--- src/rtl/mfds_pkg.sv ---
// ----------------------------------------------------------------------------
// mfds_pkg: shared types and constants of the fractional divider search
// Field widths, divider sizing, status codes and controller/datapath links.
// ----------------------------------------------------------------------------
package mfds_pkg;

  // Raw input and output field widths
  localparam int unsigned SRC_W        = 30;
  localparam int unsigned WANT_W       = 26;
  localparam int unsigned DIV_CODE_W   = 12;
  localparam int unsigned FRACT_CODE_W = 8;
  localparam int unsigned ERR_W        = 19;
  localparam int unsigned STATUS_W     = 2;

  // Scaled clocks (Hz / 100) and shared divider sizing
  localparam int unsigned SRC_SW      = 24;
  localparam int unsigned WANT_SW     = 20;
  localparam int unsigned LIMIT_SHIFT = 12;  // fraction limit uses want * 4096
  localparam int unsigned DVD_W       = 32;
  localparam int unsigned DVS_W       = 24;
  localparam int unsigned SCALE_DIV   = 100;

  // Scale by 100 as (x / 4) / 25, the divide by 25 as a reciprocal multiply;
  // exact for every x / 4 below 2^30
  localparam int unsigned SCALE_PRE     = 2;
  localparam int unsigned SCALE_SHIFT   = 33;
  localparam int unsigned SCALE_RECIP_W = 29;
  localparam logic [SCALE_RECIP_W-1:0] SCALE_RECIP = 29'd343597384;  // ceil(2^33 / 25)

  // Defaults for the top-level parameters
  localparam int unsigned MAX_FRACTION_DEF = 256;
  localparam int unsigned DIVIDE_BITS_DEF  = 12;

  typedef enum logic [STATUS_W-1:0] {
    STAT_OK   = 2'd0,
    STAT_NONE = 2'd1,
    STAT_SAT  = 2'd2
  } status_e;

  typedef enum logic [1:0] {
    SEL_SRC,
    SEL_WANT,
    SEL_LIMIT,
    SEL_TRIAL
  } div_sel_e;

  typedef enum logic [2:0] {
    ST_IDLE,
    ST_SCALE_SRC,
    ST_SCALE_WANT,
    ST_CHECK,
    ST_LIMIT,
    ST_TRIAL,
    ST_NEXT,
    ST_EMIT
  } ctrl_state_e;

  typedef struct packed {
    logic     load_in;
    logic     scale;
    logic     div_start;
    div_sel_e div_sel;
    logic     emit;
  } cmd_t;

  typedef struct packed {
    logic div_busy;
    logic div_done;
    logic zero_clk;
    logic search_end;
    logic exact;
  } stat_t;

endpackage

--- src/rtl/mfds_div.sv ---
// ----------------------------------------------------------------------------
// mfds_div: serial restoring divider
// One quotient bit per cycle; done pulses once quotient and remainder hold.
// ----------------------------------------------------------------------------
module mfds_div (
  input  logic                      clk_i,
  input  logic                      rst_ni,
  input  logic                      start_i,
  input  logic [mfds_pkg::DVD_W-1:0] dividend_i,
  input  logic [mfds_pkg::DVS_W-1:0] divisor_i,
  output logic                      busy_o,
  output logic                      done_o,
  output logic [mfds_pkg::DVD_W-1:0] quo_o,
  output logic [mfds_pkg::DVS_W-1:0] rem_o
);
  import mfds_pkg::*;

  localparam int unsigned CNT_W = $clog2(DVD_W);

  logic             busy_q, busy_d;
  logic             done_q, done_d;
  logic [CNT_W-1:0] cnt_q, cnt_d;
  logic [DVD_W-1:0] quo_q, quo_d;
  logic [DVS_W-1:0] rem_q, rem_d;
  logic [DVS_W-1:0] dvs_q, dvs_d;
  logic [DVS_W:0]   partial;
  logic [DVS_W:0]   diff;

  // Shift one dividend bit into the partial remainder, subtract on no borrow
  assign partial = {rem_q, quo_q[DVD_W-1]};
  assign diff    = partial - {1'b0, dvs_q};

  always_comb begin
    busy_d = busy_q;
    done_d = 1'b0;
    cnt_d  = cnt_q;
    quo_d  = quo_q;
    rem_d  = rem_q;
    dvs_d  = dvs_q;
    if (start_i) begin
      busy_d = 1'b1;
      cnt_d  = '0;
      quo_d  = dividend_i;
      rem_d  = '0;
      dvs_d  = divisor_i;
    end else if (busy_q) begin
      quo_d = {quo_q[DVD_W-2:0], ~diff[DVS_W]};
      rem_d = diff[DVS_W] ? partial[DVS_W-1:0] : diff[DVS_W-1:0];
      cnt_d = cnt_q + CNT_W'(1);
      if (cnt_q == CNT_W'(DVD_W - 1)) begin
        busy_d = 1'b0;
        done_d = 1'b1;
      end
    end
  end

  always_ff @(posedge clk_i or negedge rst_ni) begin
    if (!rst_ni) begin
      busy_q <= 1'b0;
      done_q <= 1'b0;
      cnt_q  <= '0;
    end else begin
      busy_q <= busy_d;
      done_q <= done_d;
      cnt_q  <= cnt_d;
    end
  end

  always_ff @(posedge clk_i) begin
    quo_q <= quo_d;
    rem_q <= rem_d;
    dvs_q <= dvs_d;
  end

  assign busy_o = busy_q;
  assign done_o = done_q;
  assign quo_o  = quo_q;
  assign rem_o  = rem_q;

endmodule

--- src/rtl/mfds_dp.sv ---
// ----------------------------------------------------------------------------
// mfds_dp: datapath of the fractional divider search
// Holds operands, the trial fraction, the best pair so far and the result.
// ----------------------------------------------------------------------------
module mfds_dp #(
  parameter int unsigned MaxFraction = mfds_pkg::MAX_FRACTION_DEF,
  parameter int unsigned DivideBits  = mfds_pkg::DIVIDE_BITS_DEF
) (
  input  logic                             clk_i,
  input  logic                             rst_ni,
  input  mfds_pkg::cmd_t                   cmd_i,
  output mfds_pkg::stat_t                  stat_o,
  input  logic [mfds_pkg::SRC_W-1:0]       src_hz_i,
  input  logic [mfds_pkg::WANT_W-1:0]      want_hz_i,
  output logic [mfds_pkg::DIV_CODE_W-1:0]  divide_code_o,
  output logic [mfds_pkg::FRACT_CODE_W-1:0] fract_code_o,
  output logic [mfds_pkg::ERR_W-1:0]       best_error_o,
  output logic [mfds_pkg::STATUS_W-1:0]    status_o
);
  import mfds_pkg::*;

  localparam int unsigned LIM_W  = $clog2(MaxFraction + 1);
  localparam int unsigned PROD_W = SRC_SW + LIM_W;
  localparam logic [DVD_W-1:0] DivMax = DVD_W'((64'd1 << DivideBits) - 64'd1);
  localparam int unsigned SCL_IN_W   = SRC_W - SCALE_PRE;
  localparam int unsigned SCL_PROD_W = SCL_IN_W + SCALE_RECIP_W;

  logic [SRC_W-1:0]  src_raw_q;
  logic [WANT_W-1:0] want_raw_q;
  logic [SRC_SW-1:0] src_q;
  logic [WANT_SW-1:0] want_q;
  logic [LIM_W-1:0]  limit_q;
  logic [LIM_W-1:0]  f_q;
  logic              have_q;
  logic              exact_q;
  logic [LIM_W-1:0]  best_f_q;
  logic [DVD_W-1:0]  best_d_q;
  logic [ERR_W-1:0]  best_e_q;

  logic [DIV_CODE_W-1:0]   out_div_q;
  logic [FRACT_CODE_W-1:0] out_fract_q;
  logic [ERR_W-1:0]        out_err_q;
  status_e                 out_stat_q;

  logic [SCL_IN_W-1:0]   scale_in;
  logic [SCL_PROD_W-1:0] scale_prod;
  logic [SRC_SW-1:0]     scaled;

  logic [DVD_W-1:0]  dividend;
  logic [DVS_W-1:0]  divisor;
  logic [PROD_W-1:0] prod;
  logic              div_busy, div_done;
  logic [DVD_W-1:0]  quo;
  logic [DVS_W-1:0]  rem;

  logic              cap_trial;
  logic [WANT_SW-1:0] rem_w;
  logic              round_up;
  logic [WANT_SW-1:0] err_full;
  logic [ERR_W-1:0]  err;
  logic [DVD_W-1:0]  d_trial;
  logic              take;
  logic [DVD_W-1:0]  best_dm1;

  // Scale to 100 Hz units: drop two bits, then multiply by the reciprocal of 25
  assign scale_in   = (cmd_i.div_sel == SEL_WANT) ? SCL_IN_W'(want_raw_q[WANT_W-1:SCALE_PRE])
                                                  : src_raw_q[SRC_W-1:SCALE_PRE];
  assign scale_prod = SCL_PROD_W'(scale_in) * SCL_PROD_W'(SCALE_RECIP);
  assign scaled     = scale_prod[SCALE_SHIFT +: SRC_SW];

  // One multiplier ahead of the divider's operand register
  assign prod = PROD_W'(src_q) * PROD_W'(f_q);

  always_comb begin
    dividend = '0;
    divisor  = '0;
    unique case (cmd_i.div_sel)
      SEL_LIMIT: begin
        dividend = {want_q, LIMIT_SHIFT'(0)};
        divisor  = src_q;
      end
      SEL_TRIAL: begin
        dividend = prod[DVD_W-1:0];
        divisor  = DVS_W'(want_q);
      end
      default: begin
        dividend = '0;
        divisor  = '0;
      end
    endcase
  end

  mfds_div u_div (
    .clk_i      (clk_i),
    .rst_ni     (rst_ni),
    .start_i    (cmd_i.div_start),
    .dividend_i (dividend),
    .divisor_i  (divisor),
    .busy_o     (div_busy),
    .done_o     (div_done),
    .quo_o      (quo),
    .rem_o      (rem)
  );

  // Trial evaluation: round to nearest, keep the first smallest error
  assign cap_trial = div_done && (cmd_i.div_sel == SEL_TRIAL);
  assign rem_w     = rem[WANT_SW-1:0];
  assign round_up  = rem_w > (want_q >> 1);
  assign err_full  = round_up ? (want_q - rem_w) : rem_w;
  assign err       = err_full[ERR_W-1:0];
  assign d_trial   = quo + DVD_W'(round_up);
  assign take      = (rem_w == '0) || !have_q || (err < best_e_q);

  always_ff @(posedge clk_i or negedge rst_ni) begin
    if (!rst_ni) begin
      f_q     <= '0;
      have_q  <= 1'b0;
      exact_q <= 1'b0;
    end else if (cmd_i.load_in) begin
      f_q     <= LIM_W'(1);
      have_q  <= 1'b0;
      exact_q <= 1'b0;
    end else if (cap_trial) begin
      f_q     <= f_q + LIM_W'(1);
      have_q  <= 1'b1;
      exact_q <= (rem_w == '0);
    end
  end

  always_ff @(posedge clk_i) begin
    if (cmd_i.load_in) begin
      src_raw_q  <= src_hz_i;
      want_raw_q <= want_hz_i;
      src_q      <= '0;
      want_q     <= '0;
      limit_q    <= '0;
    end else if (cmd_i.scale) begin
      if (cmd_i.div_sel == SEL_WANT) begin
        want_q <= scaled[WANT_SW-1:0];
      end else begin
        src_q <= scaled;
      end
    end else if (div_done && (cmd_i.div_sel == SEL_LIMIT)) begin
      if (quo >= DVD_W'(MaxFraction - 1)) begin
        limit_q <= LIM_W'(MaxFraction);
      end else begin
        limit_q <= quo[LIM_W-1:0] + LIM_W'(1);
      end
    end
    if (cap_trial && take) begin
      best_f_q <= f_q;
      best_d_q <= d_trial;
      best_e_q <= err;
    end
  end

  // Result formatting
  assign best_dm1 = best_d_q - DVD_W'(1);

  always_ff @(posedge clk_i) begin
    if (cmd_i.emit) begin
      if (!have_q) begin
        out_div_q   <= '0;
        out_fract_q <= '0;
        out_err_q   <= '0;
        out_stat_q  <= STAT_NONE;
      end else begin
        out_fract_q <= FRACT_CODE_W'(best_f_q - LIM_W'(1));
        out_err_q   <= best_e_q;
        if (best_d_q == '0) begin
          out_div_q  <= '0;
          out_stat_q <= STAT_NONE;
        end else if (best_dm1 > DivMax) begin
          out_div_q  <= DivMax[DIV_CODE_W-1:0];
          out_stat_q <= STAT_SAT;
        end else begin
          out_div_q  <= best_dm1[DIV_CODE_W-1:0];
          out_stat_q <= STAT_OK;
        end
      end
    end
  end

  assign stat_o.div_busy   = div_busy;
  assign stat_o.div_done   = div_done;
  assign stat_o.zero_clk   = (src_q == '0) || (want_q == '0);
  assign stat_o.search_end = f_q >= limit_q;
  assign stat_o.exact      = exact_q;

  assign divide_code_o = out_div_q;
  assign fract_code_o  = out_fract_q;
  assign best_error_o  = out_err_q;
  assign status_o      = out_stat_q;

endmodule

--- src/rtl/mfds_ctrl.sv ---
// ----------------------------------------------------------------------------
// mfds_ctrl: sequencer of the fractional divider search
// Steps the scaling, limit and trial divisions and owns the output valid.
// ----------------------------------------------------------------------------
module mfds_ctrl (
  input  logic            clk_i,
  input  logic            rst_ni,
  input  logic            in_valid_i,
  output logic            in_ready_o,
  output logic            out_valid_o,
  input  logic            out_ready_i,
  output mfds_pkg::cmd_t  cmd_o,
  input  mfds_pkg::stat_t stat_i
);
  import mfds_pkg::*;

  ctrl_state_e state_q, state_d;
  logic        out_valid_q, out_valid_d;
  logic        div_state;

  always_comb begin
    state_d = state_q;
    unique case (state_q)
      ST_IDLE:       if (in_valid_i) state_d = ST_SCALE_SRC;
      ST_SCALE_SRC:  state_d = ST_SCALE_WANT;
      ST_SCALE_WANT: state_d = ST_CHECK;
      ST_CHECK:      state_d = stat_i.zero_clk ? ST_EMIT : ST_LIMIT;
      ST_LIMIT:      if (stat_i.div_done) state_d = ST_NEXT;
      ST_TRIAL:      if (stat_i.div_done) state_d = ST_NEXT;
      ST_NEXT: begin
        state_d = (stat_i.exact || stat_i.search_end) ? ST_EMIT : ST_TRIAL;
      end
      ST_EMIT:       if (!out_valid_q || out_ready_i) state_d = ST_IDLE;
      default:       state_d = ST_IDLE;
    endcase
  end

  always_comb begin
    div_state      = 1'b0;
    cmd_o.scale    = 1'b0;
    cmd_o.div_sel  = SEL_SRC;
    unique case (state_q)
      ST_SCALE_SRC: begin
        cmd_o.scale   = 1'b1;
        cmd_o.div_sel = SEL_SRC;
      end
      ST_SCALE_WANT: begin
        cmd_o.scale   = 1'b1;
        cmd_o.div_sel = SEL_WANT;
      end
      ST_LIMIT: begin
        div_state     = 1'b1;
        cmd_o.div_sel = SEL_LIMIT;
      end
      ST_TRIAL: begin
        div_state     = 1'b1;
        cmd_o.div_sel = SEL_TRIAL;
      end
      default: begin
        div_state     = 1'b0;
        cmd_o.div_sel = SEL_SRC;
      end
    endcase
    in_ready_o      = (state_q == ST_IDLE);
    cmd_o.load_in   = (state_q == ST_IDLE) && in_valid_i;
    // Kick the divider once on entry to each division state
    cmd_o.div_start = div_state && !stat_i.div_busy && !stat_i.div_done;
    cmd_o.emit      = (state_q == ST_EMIT) && (!out_valid_q || out_ready_i);
  end

  always_comb begin
    out_valid_d = out_valid_q;
    if (cmd_o.emit) begin
      out_valid_d = 1'b1;
    end else if (out_ready_i) begin
      out_valid_d = 1'b0;
    end
  end

  always_ff @(posedge clk_i or negedge rst_ni) begin
    if (!rst_ni) begin
      state_q     <= ST_IDLE;
      out_valid_q <= 1'b0;
    end else begin
      state_q     <= state_d;
      out_valid_q <= out_valid_d;
    end
  end

  assign out_valid_o = out_valid_q;

endmodule

--- src/rtl/mclk_fractional_divider_search.sv ---
// ----------------------------------------------------------------------------
// mclk_fractional_divider_search: master-clock divide/fraction search
// Finds the divide and fraction pair that best turns a source clock into a
// wanted master clock, on a single shared serial divider.
// ----------------------------------------------------------------------------
// A request carries a source clock and a wanted master clock in Hz. Both are
// truncated to 100 Hz units, the fraction limit min(MaxFraction,
// want*4096/src + 1) is formed, and each fraction from 1 below that limit is
// tried: divide = src*f/want rounded to nearest, error = distance to the
// nearest multiple. An exact match stops the search; otherwise the first
// smallest error wins. The result gives divide-1 (saturated to DivideBits,
// status 2), fraction-1, the error, and status 1 when a scaled clock is zero,
// no fraction is tried, or the chosen divide is zero. The two scalings by 100
// share one reciprocal multiplier, one in each scaling state; the limit and
// trial divisions run on one 32-step restoring divider. One request is in
// work at a time; the next is taken while the previous result waits in the
// output register.
module mclk_fractional_divider_search #(
  parameter int unsigned MaxFraction = mfds_pkg::MAX_FRACTION_DEF,
  parameter int unsigned DivideBits  = mfds_pkg::DIVIDE_BITS_DEF
) (
  input  logic        clk_i,
  input  logic        rst_ni,
  // Request stream
  input  logic        s_axis_tvalid,
  output logic        s_axis_tready,
  input  logic [55:0] s_axis_tdata,   // [29:0] source_clock_hz, [55:30] wanted_clock_hz
  // Result stream
  output logic        m_axis_tvalid,
  input  logic        m_axis_tready,
  output logic [47:0] m_axis_tdata    // [11:0] divide_code, [19:12] fract_code,
                                      // [38:20] best_error, [40:39] status, zero pad
);
  import mfds_pkg::*;

  localparam int unsigned OUT_USED = DIV_CODE_W + FRACT_CODE_W + ERR_W + STATUS_W;

  cmd_t  cmd;
  stat_t stat;

  logic [DIV_CODE_W-1:0]   divide_code;
  logic [FRACT_CODE_W-1:0] fract_code;
  logic [ERR_W-1:0]        best_error;
  logic [STATUS_W-1:0]     status;

  // Sequencer: owns the handshakes and steps the datapath
  mfds_ctrl u_ctrl (
    .clk_i       (clk_i),
    .rst_ni      (rst_ni),
    .in_valid_i  (s_axis_tvalid),
    .in_ready_o  (s_axis_tready),
    .out_valid_o (m_axis_tvalid),
    .out_ready_i (m_axis_tready),
    .cmd_o       (cmd),
    .stat_i      (stat)
  );

  // Datapath: operands, shared divider, best-pair tracking, result register
  mfds_dp #(
    .MaxFraction (MaxFraction),
    .DivideBits  (DivideBits)
  ) u_dp (
    .clk_i         (clk_i),
    .rst_ni        (rst_ni),
    .cmd_i         (cmd),
    .stat_o        (stat),
    .src_hz_i      (s_axis_tdata[SRC_W-1:0]),
    .want_hz_i     (s_axis_tdata[SRC_W+WANT_W-1:SRC_W]),
    .divide_code_o (divide_code),
    .fract_code_o  (fract_code),
    .best_error_o  (best_error),
    .status_o      (status)
  );

  // Pack result fields from the lowest bit up, zero pad to whole bytes
  assign m_axis_tdata = {(48 - OUT_USED)'(0), status, best_error, fract_code, divide_code};

  // A taken request leaves the idle state at once
  assert property (@(posedge clk_i) disable iff (!rst_ni)
    s_axis_tvalid && s_axis_tready |=> !s_axis_tready)
    else $error("request accepted but sequencer stayed idle");

  // The divider only finishes work that belongs to a request in flight
  assert property (@(posedge clk_i) disable iff (!rst_ni)
    stat.div_done |-> !s_axis_tready)
    else $error("divider finished while sequencer idle");

  // Never restart the shared divider mid-division
  assert property (@(posedge clk_i) disable iff (!rst_ni)
    cmd.div_start |-> !stat.div_busy)
    else $error("divider started while busy");

  // A loaded result shows up as valid in the next cycle
  assert property (@(posedge clk_i) disable iff (!rst_ni)
    cmd.emit |=> m_axis_tvalid)
    else $error("result loaded but not presented");

endmodule
--- config.mk ---
export PLATFORM = sky130hd
export DESIGN_NAME = mclk_fractional_divider_search
export DESIGN_NICKNAME = d
export VERILOG_FILES = /design/src/rtl/mfds_pkg.sv /design/src/rtl/mfds_div.sv /design/src/rtl/mfds_dp.sv /design/src/rtl/mfds_ctrl.sv /design/src/rtl/mclk_fractional_divider_search.sv
export SDC_FILE = /design/constraint.sdc
export NUM_CORES = 2
export LEC_CHECK = 0
export BUFFER_PORTS_ARGS = -buffer_cell sky130_fd_sc_hd__buf_4
export CAP_MARGIN = 25
export CORE_MARGIN = 8
export CORE_UTILIZATION = 55
export CTS_BUF_LIST = sky130_fd_sc_hd__clkbuf_8
export DETAILED_ROUTE_END_ITERATION = 7
export MAX_ROUTING_LAYER = met4
export PLACE_DENSITY = 0.72
export SYNTH_ARGS = -nofsm -noshare
export SYNTH_HDL_FRONTEND = slang
export SYNTH_SLANG_ARGS = --single-unit
--- constraint.sdc ---
create_clock -name clk_i -period 21.4 [get_ports clk_i]
set_input_delay 4.28 -clock clk_i [delete_from_list [all_inputs] [get_ports clk_i]]
set_output_delay 4.28 -clock clk_i [all_outputs]
set_load 0.01 [all_outputs]
; Word level (Yosys, flattened, before mapping)
; Index checks and enable logic that the tools add are counted.
[op_classes]
n_addsub = 8
n_mul = 2
div = 0
order_cmp = 5
n_eq_ne = 14
shifts = 0
n_mux = 35
bitwise = 4
reduce_logical = 31
[ops]
columns = cell, n
row1 = 32-bit 2-to-1 mux, 2
row2 = 32-bit case mux with 2 select lines, 1
row3 = "28-bit by 26-bit multiplier with 54-bit output, second input constant", 1
row4 = 24-bit case mux with 2 select lines, 1
row5 = 20-bit zero test, 2
row6 = 32-bit by 1-bit adder with 32-bit output, 1
row7 = "32-bit by 8-bit greater-or-equal comparator with 1-bit output, second input constant", 1
row8 = "32-bit by 12-bit greater-than comparator with 1-bit output, second input constant", 1
row9 = 32-bit zero test, 1
row10 = 24-bit by 9-bit multiplier with 32-bit output, 1
row11 = "32-bit by 1-bit subtractor with 32-bit output, second input constant", 1
row12 = 28-bit 2-to-1 mux, 1
row13 = 9-bit 2-to-1 mux, 3
row14 = 25-bit by 24-bit subtractor with 25-bit output, 1
row15 = 24-bit zero test, 1
row16 = 24-bit 2-to-1 mux, 1
row17 = 3-bit case mux with 7 select lines, 1
row18 = 20-bit by 19-bit greater-than comparator with 1-bit output, 1
row19 = 19-bit less-than comparator, 1
row20 = 19-bit 2-to-1 mux, 1
row21 = 19-bit subtractor, 1
row22 = "9-bit by 1-bit adder with 9-bit output, second input constant", 2
row23 = 1-bit 2-to-1 mux, 14
row24 = "3-bit equality test, second input constant", 4
row25 = 24 further kinds, 54
[totals]
regBits = 311
latch_bits = 0
ram_bits = 0
rom_bits = 0
inputBits = 60
output_inout_bits = 50
elab_cells = 122
n_memories = 0

; Depth between registers and ports, before layout
[logic_depth]
word_depth = 6
ltp_mapped = 32
ltp_nobuf = 30

; Modules after synthesis
; A second synthesis with hierarchy kept.
[hier_totals]
hier_cells = 3666
area_unflattened_um2 = 35450.2
[by_module_without_submodules]
columns = module, instances, cells_per_inst, area_per_inst_um2
row1 = mfds_dp, 1, 3141, 30053.8
row2 = mfds_div, 1, 482, 5057.4
row3 = mfds_ctrl, 1, 35, 282.8
row4 = mclk_fractional_divider_search, 1, 8, 56.3

; Worst setup path before layout
; No wires, ideal clock.
[synth_timing]
path_type = register to register
from = register u_ctrl.state_q[2]
to = register u_dp.src_q[9]
setup_time_ps = 70
arrival_time_ps = 8197
required_time_ps = 21330
slack_ps = 13133
path_stages_with_launch = 30
synth_period_minus_slack_ps = 8267
cell_sequence = dfrtp_1 -> buf_2 -> nor3b_4 -> buf_1 -> clkbuf_1 -> clkbuf_1 -> nand2_1 -> nand2_1 -> ha_1 -> fa_1 -> fa_1 -> fa_1 -> fa_1 -> fa_1 -> inv_1 -> fa_1 -> inv_1 -> ha_1 -> a21oi_1 -> o21ai_1 -> a2111oi_0 -> o21ai_0 -> nor2_1 -> a21oi_2 -> o311a_4 -> or4_4 -> a31oi_1 -> xnor2_1 -> nand2_1 -> a21oi_1
[synth_via]
elab_chain_len = 5
elab_cells_between_ends = 14
cone_classes = mul: 1 / eq/ne: 5 / mux: 3 / bitwise: 1 / reduce/logical: 4
[synth_lines]
columns = item, line_no
row1 = from (decl), mfds_ctrl.sv:17  ; ctrl_state_e state_q, state_d;
row2 = from (signal assigned), mfds_ctrl.sv:85  ; state_q <= state_d;
row3 = 3-bit equality test or 3-bit by 2-bit equality test with 1-bit output (tied branches), mfds_ctrl.sv:42  ; unique case (state_q)
row4 = 2-bit case mux with 3 select lines, mfds_ctrl.sv:42
row5 = 2-bit by 1-bit equality test with 1-bit output, "mfds_dp.sv:66, mfds_dp.sv:138"
row6 = 28-bit 2-to-1 mux or 1-bit NOT (tied branches), --
row7 = 28-bit by 26-bit multiplier with 54-bit output or 2-bit AND reduction (tied branches), --
row8 = to (signal assigned), mfds_dp.sv:141  ; src_q <= scaled;
row9 = to (decl), mfds_dp.sv:30  ; logic [SRC_SW-1:0] src_q;
; Parallel ways exist; a longest one is shown, timed or not.
; A chain may end at the register's enable or synchronous reset.

; Worst setup path in the final report
[layout_timing]
from = register u_ctrl.state_q[1]
to = register u_dp.want_q[16]
[layout_via]
elab_chain_len = 5
elab_cells_between_ends = 13
cone_classes = mul: 1 / eq/ne: 5 / mux: 3 / reduce/logical: 4
[layout_lines]
columns = item, line_no
row1 = 3-bit equality test or 3-bit by 2-bit equality test with 1-bit output (tied branches), mfds_ctrl.sv:42
row2 = 2-bit case mux with 3 select lines, mfds_ctrl.sv:42
row3 = 2-bit by 1-bit equality test with 1-bit output, "mfds_dp.sv:66, mfds_dp.sv:138"
row4 = 28-bit 2-to-1 mux, mfds_dp.sv:66  ; assign scale_in = (cmd_i.div_sel == SEL_WANT) ? SCL_IN_W'(want_raw_q[WANT_W-1:SCALE_PRE])
row5 = 28-bit by 26-bit multiplier with 54-bit output, mfds_dp.sv:68  ; assign scale_prod = SCL_PROD_W'(scale_in) * SCL_PROD_W'(SCALE_RECIP);
row6 = to (signal assigned), mfds_dp.sv:139  ; want_q <= scaled[WANT_SW-1:0];
row7 = to (decl), mfds_dp.sv:31  ; logic [WANT_SW-1:0] want_q;
; Parallel ways exist; a longest one is shown, timed or not.

==> reports/results.txt <==
run status: finished, final reports clean
Fillers: 5286
Chip Width: 265.0 um
prevailing post-synth register cell: edfxtp_1
worst skew pair latency: 0.67 ns
slowest CP cell: mux2i_1
clock-pin slew on the worst setup and hold paths: 0.06 ns
hold buffer count at CTS: 0
row cnt: 91
R2R depth: 26
worst hold path class: reg -> reg
Yosys cell types: 83
postcts setup bufs: 0
Place WS: 11.78 ns
Synth Area in XOR/XNOR: 4.126%
CP Data Required Time: 21.91 ns
Setup TNS: 0 ns
reg2reg start: u_ctrl.state_q[1]
Post-synth EDFFs: 208
f_max: 102.3 MHz
Mapped Cells: 3498
post-cts sizing count: 0
Hold Path Depth: 0
first-pass GRT wire length: 136000 um
yosys synthesis warning count: 0
post-synthesis compound-gate area fraction: 9.192%
Simple-Gate Fraction of Synth Area: 12.40%
layout cells sized above 1: 6.831%
CTS tree: yes
vias: 24970
largest net degree at the start of global routing: 60
mux contribution to synthesized area: 0.6822%
H-Tree Depth: 2
chip height: 265.0 um
vias in the first global route: 25370
Max Buffers Root-to-Sink: 3
Hold Fails Final Rpt: 0
Seq/Total Area, Yosys: 24.44%
synthesized-area fraction occupied by adder cells: 40.40%
Crit path largest cell delay: 0.95 ns
RSZ-0062 raised after global routing: false
final setup violation count: 0
Hold Path Sink: u_dp.best_f_q[2]
initial antenna violation count: 1
antenna viol nets, final: 0
final net count: 4490
pin slew with the least headroom to its limit: 1.094 ns
reg2reg end: u_dp.want_q[16]
post-layout util: 59.85%
cell mode on critical path: fa_1
FF+latch count, synth: 307
commonest non-fill, non-tap cell in the layout: inv_1
normalized max-slew margin: 26.48%
mapped cell area: 0.03411 mm^2
Max FO, Critical Path: 48
Detailed Place HPWL: 66730 um
slack of the worst reg-to-reg path: 11.63 ns
core box area: 0.06148 mm^2
Clock Tree Root: clkbuf_8
worst setup path class: reg -> reg
Avg Synthesized Cell Area: 9.752 um^2
num ports: 110
drt pass-1 iters: 5
grt total ovfl: 0
Max-Cap Viols: 0
crit end category: register
ys async rst share: 7.166%
drt total wl: 84300 um
Die Area: 0.07025 mm^2
WHS: 0.4490 ns
via/cell ratio: 5.667
Initial Util: 55.48%
most frequent cells in the layout: 675 x inv_1, 452 x ha_1, 406 x fa_1
area grow syn2layout: 7.871%
RePlAce Congestion: 0.9610
clock sink count: 307
clock skew: 0.04350 ns
CTS buffer count: 54
final setup margin: 11.63 ns
GRT Util Overall: 24.93%
HP Start: u_dp.f_q[2]
final worst-path cycle share: 45.68%
Worst Setup Start Kind: register
largest family of logic cells by synthesized area: adder cells
Detailed Route Iter0 Violations: 1825
DRC: 0
Max Slew Vio Count: 0
fin crit period: 9.775 ns
wire per inst: 19.13 um
count of input and output buffers: 98
CP Data Arrival Time: 10.28 ns
state kept, by name (all words and copies together), names as in the netlist, 12 cells and up:
| name | cells |
|---|---|
| u_dp.best_d_q | 32 |
| u_dp.u_div.dvs_q | 24 |
| u_dp.u_div.quo_o | 32 |
| u_dp.u_div.rem_o | 24 |
| u_dp.src_q | 24 |
| u_dp.best_e_q | 19 |
| u_dp.want_raw_q | 24 |
| u_dp.divide_code_o | 12 |
| u_dp.want_q | 20 |
| u_dp.best_error_o | 19 |
| u_dp.src_raw_q | 28 |
critical path, delay by kind of cell, from the launching register on:
family	cells	cell delay [ns]
flip-flops	1	0.62
AO/OA/AOI/OAI	6	1.62
buffers and inverters	4	1.12
adder cells (fa/ha/maj)	8	3.76
XOR/XNOR	1	0.29
multiplexers	2	1.20
AND/OR/NAND/NOR	5	0.92
metrics by stage:
stage | cell area [um^2] | instances
5_1_grt | 36800 | 4407
3_3_place_gp | 35600 | 4303
4_1_cts | 36800 | 4406
2_1_floorplan | 34140 | 3504
6_report | 36800 | 4407
3_5_place_dp | 35640 | 4306
synth_stat cells, types with 7 or more instances:
master | number | area share [%]
nand4_1 | 21 | 0.39
nand2_1 | 377 | 4.1
nand3_1 | 86 | 1.3
o21ai_0 | 114 | 1.7
buf_4 | 8 | 0.18
o2111ai_1 | 7 | 0.18
and3_1 | 24 | 0.44
o21bai_1 | 7 | 0.15
mux2i_1 | 21 | 0.62
a22oi_1 | 7 | 0.15
nor2_1 | 144 | 1.6
nor2b_1 | 17 | 0.31
nor4_1 | 28 | 0.51
a221oi_1 | 16 | 0.41
dfxtp_1 | 77 | 4.5
fa_1 | 406 | 24
dfrtp_1 | 22 | 1.6
o21a_1 | 14 | 0.31
a31oi_1 | 9 | 0.17
buf_1 | 11 | 0.12
a22o_1 | 15 | 0.39
nor3_1 | 30 | 0.44
xor2_1 | 60 | 1.5
a21o_1 | 62 | 1.4
clkbuf_1 | 89 | 0.98
edfxtp_1 | 208 | 18
a211oi_1 | 17 | 0.37
nand2b_1 | 24 | 0.44
ha_1 | 452 | 17
or2_2 | 10 | 0.18
a21oi_1 | 128 | 1.9
inv_1 | 654 | 7.2
and2_1 | 104 | 1.9
or3_1 | 11 | 0.20
xnor2_1 | 97 | 2.5
buf_2 | 8 | 0.12
o211ai_1 | 19 | 0.42
kinds of logic after synthesis:
family | after synthesis
xor+xnor | 159
other cells | 1
buf+inv | 776
mux | 23
simple gates | 896
compound gates | 478
flops | 307
fa+ha+maj | 858
how the worst max path moves through the flow:
stage	to	startpoint	slack [ns]
final	u_dp.want_q[16]	u_ctrl.state_q[1]	11.63
after detailed placement	u_dp.want_q[16]	u_ctrl.state_q[1]	11.78
after floorplan	u_dp.src_q[9]	u_ctrl.state_q[2]	13.13
after global placement	u_dp.want_q[16]	u_ctrl.state_q[1]	11.83
after global routing	u_dp.want_q[16]	u_ctrl.state_q[1]	11.04
after CTS	u_dp.want_q[16]	u_ctrl.state_q[1]	11.76
per-layer routing:
layer | GRT usage (%) | part of all wire, % | vias to the layer above
met3 | 4.082 | 7.6 | 169
met2 | 39.86 | 47 | 862
met4 | 7.834 | 3.2 | 0
met5 | - | 0 | -
li1 | - | - | 11610
met1 | 32.56 | 42 | 12330
cell type report:
| class | count | area [um^2] | share of cell area, % |
|---|---|---|---|
| sequential | 307 | 8338 | 22.66 |
| timing repair buffer | 132 | 1011 | 2.747 |
| clock buffer | 63 | 867.1 | 2.356 |
| clock inverter | 37 | 289.0 | 0.7854 |
| tap | 790 | 988.4 | 2.686 |
| inverter | 656 | 2465 | 6.698 |
| multi-input combinational | 2421 | 22840 | 62.06 |
| antenna | 1 | 2.502 | 0.006800 |
Power is left out: the tool's default activity adds up to more than one toggle a clock period on the data nets, which glitch-free logic cannot reach.
